--- src/rtl/aivdm_pkg.sv ---
// ----------------------------------------------------------------------------
// aivdm_pkg
// Shared types, constants and helpers of the AIVDM sentence framer.
// ----------------------------------------------------------------------------
package aivdm_pkg;

  localparam int FragmentChars = 56;
  localparam int MaxFragments  = 9;
  localparam int QueueDepth    = 2;

  localparam int CharW  = 8;
  localparam int LenW   = 9;
  localparam int FillW  = 3;
  localparam int FragW  = 4;
  localparam int InTdataW = 24;

  localparam logic [CharW-1:0] ChannelReset = 8'h41;  // 'A'

  localparam logic [7:0] ChBang  = 8'h21;  // '!'
  localparam logic [7:0] ChComma = 8'h2C;  // ','
  localparam logic [7:0] ChStar  = 8'h2A;  // '*'
  localparam logic [7:0] ChZero  = 8'h30;  // '0'
  localparam logic [7:0] ChCr    = 8'h0D;
  localparam logic [7:0] ChLf    = 8'h0A;
  localparam logic [7:0] ChA     = 8'h41;
  localparam logic [7:0] ChI     = 8'h49;
  localparam logic [7:0] ChV     = 8'h56;
  localparam logic [7:0] ChD     = 8'h44;
  localparam logic [7:0] ChM     = 8'h4D;

  // Classified item handed from the front to the back.
  typedef struct packed {
    logic [CharW-1:0] payload;
    logic [FragW-1:0] count;
    logic [FragW-1:0] frag;
    logic [FillW-1:0] fill;
    logic             header;
    logic             seq;
    logic             trailer;
    logic             last;
  } desc_t;

  // One code per byte slot of a sentence.
  typedef enum logic [4:0] {
    StBang, StTagA, StTagI, StTagV, StTagD, StTagM, StComma1,
    StCount, StComma2, StFrag, StComma3, StSeq, StComma4,
    StChan, StComma5, StData, StTComma, StFill, StStar,
    StHexHi, StHexLo, StCr, StLf
  } step_e;

  function automatic logic [7:0] hex_char(input logic [3:0] v);
    hex_char = (v < 4'd10) ? (8'h30 + {4'h0, v}) : (8'h37 + {4'h0, v});
  endfunction

endpackage

--- src/rtl/aivdm_front.sv ---
// ----------------------------------------------------------------------------
// aivdm_front
// Tracks the position in the message and classifies each accepted item.
// ----------------------------------------------------------------------------
module aivdm_front #(
  parameter int FRAGMENT_CHARS = aivdm_pkg::FragmentChars,
  parameter int MAX_FRAGMENTS  = aivdm_pkg::MaxFragments
) (
  input  logic                          clk_i,
  input  logic                          rst_ni,
  input  logic                          in_valid_i,
  output logic                          in_ready_o,
  input  logic [aivdm_pkg::CharW-1:0]   payload_char_i,
  input  logic [aivdm_pkg::LenW-1:0]    message_length_i,
  input  logic [aivdm_pkg::FillW-1:0]   fill_bits_i,
  output logic                          push_valid_o,
  input  logic                          push_ready_i,
  output aivdm_pkg::desc_t              push_desc_o
);

  localparam int IdxW = (FRAGMENT_CHARS > 1) ? $clog2(FRAGMENT_CHARS) : 1;
  localparam int EffW = aivdm_pkg::LenW + 1;
  localparam int Cap  = FRAGMENT_CHARS * MAX_FRAGMENTS;
  localparam logic [EffW-1:0] CapV = EffW'(Cap);
  localparam logic [IdxW-1:0] LastIdx = IdxW'(FRAGMENT_CHARS - 1);

  logic [aivdm_pkg::LenW-1:0]  pos_q, pos_d;
  logic [IdxW-1:0]             idx_q, idx_d;
  logic [aivdm_pkg::FragW-1:0] frag_q, frag_d;

  logic [aivdm_pkg::LenW-1:0]  len;
  logic [EffW-1:0]             eff_cap, eff, pos_inc;
  logic [aivdm_pkg::FragW-1:0] count;
  logic                        last, frag_end, accept;

  assign in_ready_o   = push_ready_i;
  assign push_valid_o = in_valid_i;
  assign accept       = in_valid_i && push_ready_i;

  always_comb begin
    len     = (message_length_i == '0) ? aivdm_pkg::LenW'(1) : message_length_i;
    eff_cap = ({1'b0, len} < CapV) ? {1'b0, len} : CapV;
    pos_inc = {1'b0, pos_q} + EffW'(1);
    eff     = ({1'b0, pos_q} >= eff_cap) ? pos_inc : eff_cap;
    // fragment count: how many fragment starts lie below the length
    count = '0;
    for (int k = 0; k < MAX_FRAGMENTS; k++) begin
      count = count + aivdm_pkg::FragW'(eff > EffW'(k * FRAGMENT_CHARS));
    end
    last     = pos_inc >= eff;
    frag_end = last || (idx_q == LastIdx);
  end

  always_comb begin
    push_desc_o.payload = payload_char_i;
    push_desc_o.count   = count;
    push_desc_o.frag    = frag_q;
    push_desc_o.fill    = fill_bits_i;
    push_desc_o.header  = (idx_q == '0);
    push_desc_o.seq     = (count > aivdm_pkg::FragW'(1));
    push_desc_o.trailer = frag_end;
    push_desc_o.last    = last;
  end

  always_comb begin
    pos_d  = pos_q;
    idx_d  = idx_q;
    frag_d = frag_q;
    if (accept) begin
      if (last) begin
        pos_d  = '0;
        idx_d  = '0;
        frag_d = '0;
      end else begin
        pos_d = pos_inc[aivdm_pkg::LenW-1:0];
        if (idx_q == LastIdx) begin
          idx_d  = '0;
          frag_d = frag_q + aivdm_pkg::FragW'(1);
        end else begin
          idx_d = idx_q + IdxW'(1);
        end
      end
    end
  end

  always_ff @(posedge clk_i or negedge rst_ni) begin
    if (!rst_ni) begin
      pos_q  <= '0;
      idx_q  <= '0;
      frag_q <= '0;
    end else begin
      pos_q  <= pos_d;
      idx_q  <= idx_d;
      frag_q <= frag_d;
    end
  end

endmodule

--- src/rtl/aivdm_queue.sv ---
// ----------------------------------------------------------------------------
// aivdm_queue
// Short FIFO of classified items between the front and the back.
// ----------------------------------------------------------------------------
module aivdm_queue #(
  parameter int DEPTH = aivdm_pkg::QueueDepth
) (
  input  logic             clk_i,
  input  logic             rst_ni,
  input  logic             push_valid_i,
  output logic             push_ready_o,
  input  aivdm_pkg::desc_t push_desc_i,
  output logic             pop_valid_o,
  input  logic             pop_ready_i,
  output aivdm_pkg::desc_t pop_desc_o
);

  localparam int PtrW = (DEPTH > 1) ? $clog2(DEPTH) : 1;
  localparam int CntW = $clog2(DEPTH + 1);

  aivdm_pkg::desc_t mem_q [DEPTH];
  logic [PtrW-1:0]  wr_q, wr_d, rd_q, rd_d;
  logic [CntW-1:0]  cnt_q, cnt_d;
  logic             push, pop;

  assign push_ready_o = (cnt_q != CntW'(DEPTH));
  assign pop_valid_o  = (cnt_q != '0);
  assign pop_desc_o   = mem_q[rd_q];
  assign push         = push_valid_i && push_ready_o;
  assign pop          = pop_valid_o && pop_ready_i;

  always_comb begin
    wr_d  = wr_q;
    rd_d  = rd_q;
    cnt_d = cnt_q;
    if (push) begin
      wr_d = (wr_q == PtrW'(DEPTH - 1)) ? '0 : wr_q + PtrW'(1);
    end
    if (pop) begin
      rd_d = (rd_q == PtrW'(DEPTH - 1)) ? '0 : rd_q + PtrW'(1);
    end
    if (push && !pop) begin
      cnt_d = cnt_q + CntW'(1);
    end else if (pop && !push) begin
      cnt_d = cnt_q - CntW'(1);
    end
  end

  always_ff @(posedge clk_i) begin
    if (push) begin
      mem_q[wr_q] <= push_desc_i;
    end
  end

  always_ff @(posedge clk_i or negedge rst_ni) begin
    if (!rst_ni) begin
      wr_q  <= '0;
      rd_q  <= '0;
      cnt_q <= '0;
    end else begin
      wr_q  <= wr_d;
      rd_q  <= rd_d;
      cnt_q <= cnt_d;
    end
  end

endmodule

--- src/rtl/aivdm_back.sv ---
// ----------------------------------------------------------------------------
// aivdm_back
// Byte sequencer: walks the sentence slots of one item, keeps the checksum
// and drives the registered output stream.
// ----------------------------------------------------------------------------
module aivdm_back (
  input  logic                        clk_i,
  input  logic                        rst_ni,
  input  logic [aivdm_pkg::CharW-1:0] channel_i,
  input  logic                        pop_valid_i,
  output logic                        pop_ready_o,
  input  aivdm_pkg::desc_t            pop_desc_i,
  output logic                        out_valid_o,
  input  logic                        out_ready_i,
  output logic [7:0]                  out_byte_o,
  output logic                        out_last_o,
  output logic [1:0]                  out_user_o
);

  aivdm_pkg::step_e step_q, step_d, cur;
  logic [7:0] csum_q, csum_d;
  logic [7:0] byte_v;
  logic       summed, done, emit, can_load;
  logic       valid_q, valid_d;
  logic [7:0] byte_q;
  logic       last_q, sent_q, msg_q;

  assign can_load    = !valid_q || out_ready_i;
  assign emit        = pop_valid_i && can_load;
  assign pop_ready_o = emit && done;

  always_comb begin
    // skip the header when the item continues a fragment
    cur = (step_q == aivdm_pkg::StBang && !pop_desc_i.header) ?
          aivdm_pkg::StData : step_q;
    byte_v = aivdm_pkg::ChComma;
    summed = 1'b1;
    done   = 1'b0;
    step_d = step_q;
    case (cur)
      aivdm_pkg::StBang: begin
        byte_v = aivdm_pkg::ChBang;
        summed = 1'b0;
        step_d = aivdm_pkg::StTagA;
      end
      aivdm_pkg::StTagA: begin byte_v = aivdm_pkg::ChA; step_d = aivdm_pkg::StTagI; end
      aivdm_pkg::StTagI: begin byte_v = aivdm_pkg::ChI; step_d = aivdm_pkg::StTagV; end
      aivdm_pkg::StTagV: begin byte_v = aivdm_pkg::ChV; step_d = aivdm_pkg::StTagD; end
      aivdm_pkg::StTagD: begin byte_v = aivdm_pkg::ChD; step_d = aivdm_pkg::StTagM; end
      aivdm_pkg::StTagM: begin byte_v = aivdm_pkg::ChM; step_d = aivdm_pkg::StComma1; end
      aivdm_pkg::StComma1: step_d = aivdm_pkg::StCount;
      aivdm_pkg::StCount: begin
        byte_v = aivdm_pkg::ChZero + {4'h0, pop_desc_i.count};
        step_d = aivdm_pkg::StComma2;
      end
      aivdm_pkg::StComma2: step_d = aivdm_pkg::StFrag;
      aivdm_pkg::StFrag: begin
        byte_v = aivdm_pkg::ChZero + {4'h0, pop_desc_i.frag} + 8'd1;
        step_d = aivdm_pkg::StComma3;
      end
      aivdm_pkg::StComma3: step_d = pop_desc_i.seq ? aivdm_pkg::StSeq : aivdm_pkg::StComma4;
      aivdm_pkg::StSeq: begin
        byte_v = aivdm_pkg::ChZero;
        step_d = aivdm_pkg::StComma4;
      end
      aivdm_pkg::StComma4: step_d = aivdm_pkg::StChan;
      aivdm_pkg::StChan: begin
        byte_v = channel_i;
        step_d = aivdm_pkg::StComma5;
      end
      aivdm_pkg::StComma5: step_d = aivdm_pkg::StData;
      aivdm_pkg::StData: begin
        byte_v = pop_desc_i.payload;
        if (pop_desc_i.trailer) begin
          step_d = aivdm_pkg::StTComma;
        end else begin
          step_d = aivdm_pkg::StBang;
          done   = 1'b1;
        end
      end
      aivdm_pkg::StTComma: step_d = aivdm_pkg::StFill;
      aivdm_pkg::StFill: begin
        byte_v = pop_desc_i.last ? (aivdm_pkg::ChZero + {5'h0, pop_desc_i.fill}) :
                 aivdm_pkg::ChZero;
        step_d = aivdm_pkg::StStar;
      end
      aivdm_pkg::StStar: begin
        byte_v = aivdm_pkg::ChStar;
        summed = 1'b0;
        step_d = aivdm_pkg::StHexHi;
      end
      aivdm_pkg::StHexHi: begin
        byte_v = aivdm_pkg::hex_char(csum_q[7:4]);
        summed = 1'b0;
        step_d = aivdm_pkg::StHexLo;
      end
      aivdm_pkg::StHexLo: begin
        byte_v = aivdm_pkg::hex_char(csum_q[3:0]);
        summed = 1'b0;
        step_d = aivdm_pkg::StCr;
      end
      aivdm_pkg::StCr: begin
        byte_v = aivdm_pkg::ChCr;
        summed = 1'b0;
        step_d = aivdm_pkg::StLf;
      end
      aivdm_pkg::StLf: begin
        byte_v = aivdm_pkg::ChLf;
        summed = 1'b0;
        step_d = aivdm_pkg::StBang;
        done   = 1'b1;
      end
      default: begin
        summed = 1'b0;
        step_d = aivdm_pkg::StBang;
      end
    endcase
    if (!emit) begin
      step_d = step_q;
    end
  end

  always_comb begin
    csum_d = csum_q;
    if (emit) begin
      if (cur == aivdm_pkg::StBang) begin
        csum_d = '0;  // new sentence
      end else if (summed) begin
        csum_d = csum_q ^ byte_v;
      end
    end
    valid_d = valid_q;
    if (emit) begin
      valid_d = 1'b1;
    end else if (out_ready_i) begin
      valid_d = 1'b0;
    end
  end

  always_ff @(posedge clk_i or negedge rst_ni) begin
    if (!rst_ni) begin
      step_q  <= aivdm_pkg::StBang;
      csum_q  <= '0;
      valid_q <= 1'b0;
    end else begin
      step_q  <= step_d;
      csum_q  <= csum_d;
      valid_q <= valid_d;
    end
  end

  always_ff @(posedge clk_i) begin
    if (emit) begin
      byte_q <= byte_v;
      last_q <= done;
      sent_q <= (cur == aivdm_pkg::StLf);
      msg_q  <= (cur == aivdm_pkg::StLf) && pop_desc_i.last;
    end
  end

  assign out_valid_o = valid_q;
  assign out_byte_o  = byte_q;
  assign out_last_o  = last_q;
  assign out_user_o  = {msg_q, sent_q};

endmodule

--- src/rtl/nmea_aivdm_sentence_framer_core.sv ---
// ----------------------------------------------------------------------------
// nmea_aivdm_sentence_framer_core
// Frames armored payload characters into AIVDM sentences, one byte a cycle while not stalled.
// ----------------------------------------------------------------------------
// Path: an accepted item is written into the queue, then the back part registers its first byte
//   onto the output. Throughput: one output byte per cycle while m_axis_tready is high; a
//   mid-fragment item gives its payload byte only, a fragment start adds the header and a
//   fragment end the trailer, set by the byte sequencer in the back part. A 2-entry queue lets the input run ahead.
// Reset: clears position, checksum, queue and output; channel returns to 'A'.
module nmea_aivdm_sentence_framer_core #(
  parameter int FRAGMENT_CHARS = aivdm_pkg::FragmentChars,
  parameter int MAX_FRAGMENTS  = aivdm_pkg::MaxFragments
) (
  input  logic                           clk_i,
  input  logic                           rst_ni,
  input  logic                           cfg_we_i,
  input  logic [aivdm_pkg::CharW-1:0]    cfg_wdata_i,      // channel_code
  input  logic                           s_axis_tvalid,
  output logic                           s_axis_tready,
  // [7:0] payload_char, [16:8] message_length, [19:17] fill_bits, [23:20] zero
  input  logic [aivdm_pkg::InTdataW-1:0] s_axis_tdata,
  output logic                           m_axis_tvalid,
  input  logic                           m_axis_tready,
  output logic [7:0]                     m_axis_tdata,     // [7:0] out_byte
  output logic                           m_axis_tlast,     // last_of_run
  output logic [1:0]                     m_axis_tuser      // [0] sentence_end, [1] message_end
);

  logic [aivdm_pkg::CharW-1:0] channel_q;
  logic             push_valid, push_ready, pop_valid, pop_ready;
  aivdm_pkg::desc_t push_desc, pop_desc;

  always_ff @(posedge clk_i or negedge rst_ni) begin
    if (!rst_ni) begin
      channel_q <= aivdm_pkg::ChannelReset;
    end else if (cfg_we_i) begin
      channel_q <= cfg_wdata_i;
    end
  end

  aivdm_front #(
    .FRAGMENT_CHARS(FRAGMENT_CHARS),
    .MAX_FRAGMENTS (MAX_FRAGMENTS)
  ) u_front (
    .clk_i           (clk_i),
    .rst_ni          (rst_ni),
    .in_valid_i      (s_axis_tvalid),
    .in_ready_o      (s_axis_tready),
    .payload_char_i  (s_axis_tdata[7:0]),
    .message_length_i(s_axis_tdata[16:8]),
    .fill_bits_i     (s_axis_tdata[19:17]),
    .push_valid_o    (push_valid),
    .push_ready_i    (push_ready),
    .push_desc_o     (push_desc)
  );

  aivdm_queue #(
    .DEPTH(aivdm_pkg::QueueDepth)
  ) u_queue (
    .clk_i       (clk_i),
    .rst_ni      (rst_ni),
    .push_valid_i(push_valid),
    .push_ready_o(push_ready),
    .push_desc_i (push_desc),
    .pop_valid_o (pop_valid),
    .pop_ready_i (pop_ready),
    .pop_desc_o  (pop_desc)
  );

  aivdm_back u_back (
    .clk_i      (clk_i),
    .rst_ni     (rst_ni),
    .channel_i  (channel_q),
    .pop_valid_i(pop_valid),
    .pop_ready_o(pop_ready),
    .pop_desc_i (pop_desc),
    .out_valid_o(m_axis_tvalid),
    .out_ready_i(m_axis_tready),
    .out_byte_o (m_axis_tdata),
    .out_last_o (m_axis_tlast),
    .out_user_o (m_axis_tuser)
  );

endmodule
--- config.mk ---
export PLATFORM = sky130hd
export DESIGN_NAME = nmea_aivdm_sentence_framer_core
export DESIGN_NICKNAME = d
export VERILOG_FILES = /design/src/rtl/aivdm_pkg.sv /design/src/rtl/aivdm_front.sv /design/src/rtl/aivdm_queue.sv /design/src/rtl/aivdm_back.sv /design/src/rtl/nmea_aivdm_sentence_framer_core.sv
export SDC_FILE = /design/constraint.sdc
export NUM_CORES = 1
export LEC_CHECK = 0
export BUFFER_PORTS_ARGS = -buffer_cell sky130_fd_sc_hd__buf_2
export CAP_MARGIN = 10
export CELL_PAD_IN_SITES_DETAIL_PLACEMENT = 2
export CELL_PAD_IN_SITES_GLOBAL_PLACEMENT = 2
export CORE_MARGIN = 4
export CORE_UTILIZATION = 35
export DETAILED_ROUTE_END_ITERATION = 16
export GPL_TIMING_DRIVEN = 0
export PLACE_DENSITY_LB_ADDON = 0.1
export SLEW_MARGIN = 40
export SYNTH_ARGS = -nofsm -noshare
export SYNTH_HDL_FRONTEND = slang
export SYNTH_HIERARCHICAL = 1
export SYNTH_SLANG_ARGS = --single-unit
--- constraint.sdc ---
create_clock -name clk_i -period 17.2 [get_ports clk_i]
set_clock_uncertainty 0.1 [all_clocks]
set_input_delay 2.58 -clock clk_i [delete_from_list [all_inputs] [get_ports clk_i]]
set_output_delay 2.58 -clock clk_i [all_outputs]
set_load 0.1 [all_outputs]
==> qor.txt <==
GRT
--------------------------------------------------------------------------------
Global route overflow .............................................            0
Global Route Usage Sum ............................................        20.0%
Wire length of the first global-routing pass ......................    35,100 µm
Number of antenna violations at the first check in global routing .            0
Largest net degree at the start of global routing .................           46
Vias in the first global route ....................................        6,213

SYNTH
--------------------------------------------------------------------------------
Portion of the post-synthesis area used by sequential elements ....        39.9%
Cell area after synthesis .........................................     7120 µm²
Async set-reset flop share out of synthesis .......................        44.1%
Synth warnings ....................................................            6
Number of enable-type register cells in the synthesized netlist ...           57
Number of instances in the synthesized netlist ....................          696
Post-synthesis sequential element count ...........................          102
Cell variety after synth ..........................................           96
Main synth FF type ................................................ sky130_fd_sc_hd__edfxtp_1
Net count of the mapped netlist ...................................          766
Mean post-synth cell area .........................................     10.2 µm²

CELLS AND AREA
--------------------------------------------------------------------------------
NumNets Final .....................................................          809
Commonest cells after routing, fill and taps aside ................ sky130_fd_sc_hd__edfxtp_1 (57), sky130_fd_sc_hd__nand2_1 (51), sky130_fd_sc_hd__inv_1 (45), sky130_fd_sc_hd__dfrtp_1 (43), sky130_fd_sc_hd__buf_2 (43)
Filler-free cell count of the finished design .....................        1,009
Most common library cell in the layout ignoring fill and taps ..... sky130_fd_sc_hd__edfxtp_1
Antenna fix cells .................................................            0
Design Area, Final ................................................     7930 µm²
Layout overhead on the synthesized area ...........................        11.4%
Count of fill cells added during filler insertion .................        2,118
Layout cells sized above 1 ........................................        23.3%

FLOORPLAN
--------------------------------------------------------------------------------
Full die area .....................................................   22,700 µm²
Effective utilization at floorplan ................................        36.1%
Die height ........................................................       151 µm
# rows ............................................................           51
Top Ports .........................................................           50
Core Area .........................................................   19,700 µm²
Horizontal die dimension ..........................................       151 µm

PWR
--------------------------------------------------------------------------------
Switching pwr .....................................................   0.000651 W
Pwr Density .......................................................   175 nW/µm²
Fraction of power consumed by sequential logic ....................        29.9%
Internal cell power ...............................................   0.000736 W
Leakage power total ...............................................      3.25 nW
Total power draw ..................................................    0.00139 W
Maximum vdd ir drop ...............................................      51.9 µV
Portion of total power attributed to the clock network ............        14.4%
Combinational cell fraction of total power ........................        55.6%
Switching portion of total power ..................................        47.0%

TIMING
--------------------------------------------------------------------------------
Fin. Hold Viols ...................................................            0
Slew at the pin closest to its max-slew limit .....................       794 ps
Period utilisation layout .........................................        50.7%
Number of setup violations in the final report ....................            0
Max Transition Viols Final ........................................            0
Final min period ..................................................      8730 ps
Final worst hold slack ............................................       389 ps
RSZ-0062 raised after global routing ..............................           no
Slew HR ...........................................................        46.7%
Timing-limited maximum frequency ..................................      115 MHz
Summed negative setup slack over all endpoints ....................         0 ps

ROUTE
--------------------------------------------------------------------------------
Pre-Repair DR Iteration Count .....................................            4
Avg WL per Cell ...................................................      21.8 µm
Detailed-route vias per instance ..................................         5.50
Initial DRC count .................................................          360
Antenna viol nets, final ..........................................            0
Total wirelength of the detailed-routed design ....................    22,000 µm
Number of remaining DRC errors ....................................            0
Vias ..............................................................        5,547

CLOCKING
--------------------------------------------------------------------------------
Bufs on Longest Clock Path ........................................            2
Gates resized, CTS repair .........................................            0
Clock-pin transition on the worst setup and hold timing paths .....        70 ps
Cts bufs inserted .................................................            9
Clock latency reported for the late side of the worst-skew pair ...       340 ps
H-tree levels .....................................................            3
TritonCTS clock tree ..............................................          yes
Number of post-CTS setup repair buffers ...........................            0
CTS Sinks .........................................................          102
Clock tree root driver cell ....................................... sky130_fd_sc_hd__clkbuf_16
Number of hold buffers added after cts ............................            0

PLACEMENT
--------------------------------------------------------------------------------
Instance area after placement .....................................     7640 µm²
Gpl congestion ....................................................        0.899
Number of buffer cells added on primary ports .....................           31
Detailed placer's ending HPWL .....................................    17,000 µm
Number of cells in the design after placement .....................          993

JOB
--------------------------------------------------------------------------------
# Max-Cap Violations ..............................................            0

SETUP PATH
--------------------------------------------------------------------------------
Data arrival time of the critical path ............................      8700 ps
RR Endpoint ....................................................... u_queue/mem_q[1][2]
Depth of the worst register-to-register path ......................           17
Setup slack, reg-to-reg ...........................................    11,000 ps
Crit. End Element .................................................         flop
Critical Path Fanout Max ..........................................           10
Startpoint type of the worst setup path ...........................    input pin
R2r startpoint .................................................... u_front/pos_q[0]
Category of the critical setup timing path ........................    in -> reg
Worst endpoint required time ......................................    17,180 ps

OUTCOME
--------------------------------------------------------------------------------
Outcome ........................................................... finished clean

MIN PATH
--------------------------------------------------------------------------------
Worst Hold Class ..................................................   reg -> reg
Hold path endpoint ................................................ u_queue/mem_q[0][10]
Source of the worst hold timing path .............................. u_front/frag_q[3]
Worst hold path cell count ........................................            0

==> kinds of logic after synthesis <==
group                    Yosys count  synth area share [%]
XOR/XNOR                          17                  2.30
AO/OA/AOI/OAI                    157                  15.3
multiplexers                      46                  8.68
flip-flops                       102                  39.9
adder cells (fa/ha/maj)           33                  6.33
AND/OR/NAND/NOR                  234                  18.8
buffers and inverters            107                  8.68
==> registers in the layout, indices dropped and copies added, names as in the netlist <==
signal,flops
u_back/out_byte_o,8
u_queue/wr_q,1
u_back/out_last_o,1
u_queue/mem_q,46
u_back/csum_q,8
u_back/out_valid_o,1
u_front/idx_q,6
u_front/pos_q,9
u_queue/rd_q,1
u_back/sent_q,1
u_front/frag_q,4
u_queue/cnt_q,2
u_back/step_q,5
channel_q,8
u_back/msg_q,1
==> worst max path at each step <==
stage,endpoint,slack [ps],from
finish,u_queue/mem_q[1][2],8470,s_axis_tdata[13]
global route,u_queue/mem_q[1][2],8130,s_axis_tdata[11]
CTS,u_queue/mem_q[1][2],8410,s_axis_tdata[13]
detailed placement,u_queue/mem_q[1][2],8050,s_axis_tdata[13]
global placement,u_queue/mem_q[0][2],8150,s_axis_tdata[13]
floorplan,u_queue/mem_q[0][2],9000,s_axis_tdata[16]
==> Yosys cell counts (7+ instances only) <==
master                      n  area [µm²]
sky130_fd_sc_hd__inv_1     45         169
sky130_fd_sc_hd__xnor2_1    7        61.3
sky130_fd_sc_hd__ha_1      28         350
sky130_fd_sc_hd__a31oi_1   15        93.8
sky130_fd_sc_hd__a21oi_1   32         160
sky130_fd_sc_hd__o31ai_1    9        67.6
sky130_fd_sc_hd__nand2b_1  10        62.6
sky130_fd_sc_hd__edfxtp_1  57        1710
sky130_fd_sc_hd__nor3_1    17        85.1
sky130_fd_sc_hd__buf_4     25         188
sky130_fd_sc_hd__mux2_4    27         405
sky130_fd_sc_hd__mux2_2     8        90.1
sky130_fd_sc_hd__and3_1    10        62.6
sky130_fd_sc_hd__and2_1     7        43.8
sky130_fd_sc_hd__buf_2     13        65.1
sky130_fd_sc_hd__o211ai_1  11        82.6
sky130_fd_sc_hd__mux2i_1   10         100
sky130_fd_sc_hd__nand3_1   32         160
sky130_fd_sc_hd__o21ai_0   28         140
sky130_fd_sc_hd__or3_1      7        43.8
sky130_fd_sc_hd__buf_6      7        78.8
sky130_fd_sc_hd__nor2_1    34         128
sky130_fd_sc_hd__nand4_1   15        93.8
sky130_fd_sc_hd__nor2b_1    7        43.8
sky130_fd_sc_hd__clkbuf_1   8        30.0
sky130_fd_sc_hd__xor2_1     8        70.1
sky130_fd_sc_hd__dfrtp_1   43        1080
sky130_fd_sc_hd__nand2_1   51         191
==> per-stage QoR <==
stage | setup WS [ps] | util (%)
2_1_floorplan | 9000 | -
3_3_place_gp | 8150 | 38.6
3_5_place_dp | 8050 | 38.8
4_1_cts | 8410 | 40.2
5_1_grt | 8130 | 40.2
6_report | 8470 | 40.2
==> worst max-delay path: stages <==
cell and delay [ps]:
sky130_fd_sc_hd__buf_2 130, sky130_fd_sc_hd__inv_1 90, sky130_fd_sc_hd__or4_4 570, sky130_fd_sc_hd__o21a_1 160
sky130_fd_sc_hd__ha_1 280, sky130_fd_sc_hd__nor2b_1 40, sky130_fd_sc_hd__o21ai_0 190, sky130_fd_sc_hd__a31oi_1 170
sky130_fd_sc_hd__o21ai_2 480, sky130_fd_sc_hd__clkbuf_8 300, sky130_fd_sc_hd__mux2i_1 360, sky130_fd_sc_hd__o211ai_1 150
sky130_fd_sc_hd__a21oi_1 240, sky130_fd_sc_hd__fa_1 470, sky130_fd_sc_hd__fa_1 500, sky130_fd_sc_hd__fa_1 520
sky130_fd_sc_hd__fa_1 480, sky130_fd_sc_hd__fa_1 500, sky130_fd_sc_hd__inv_1 60, sky130_fd_sc_hd__or3_1 400
==> routing by layer <==
metal / global-route usage, % / wire [µm] / part of all wire (%)
met4: 6.57 / 586 / 2.7
met5: 0 / 0 / 0
met1: 24.4 / 9380 / 43
met2: 36.4 / 11400 / 52
met3: 2.86 / 573 / 2.6
==> layout make-up <==
class | count | area (µm²) | area share [%]
Inverter | 49 | 184 | 2.32
Clock inverter | 3 | 26.3 | 0.331
Tap cell | 265 | 332 | 4.18
Clock buffer | 13 | 262 | 3.30
Timing Repair Buffer | 32 | 185 | 2.33
Multi-Input combinational cell | 487 | 3670 | 46.3
Sequential cell | 102 | 2840 | 35.8
Buffer | 58 | 434 | 5.47
==> power by group through the flow <==
stage,clock network [W],registers (W),logic [W]
6_report,0.000200,0.000415,0.000772
2_1_floorplan,0,0.000488,0.000493
4_1_cts,0.000208,0.000417,0.000778
3_3_place_gp,0,0.000413,0.000744
5_1_grt,0.000217,0.000425,0.000840
3_5_place_dp,0,0.000421,0.000776
(Power assumes the default switching activity.)
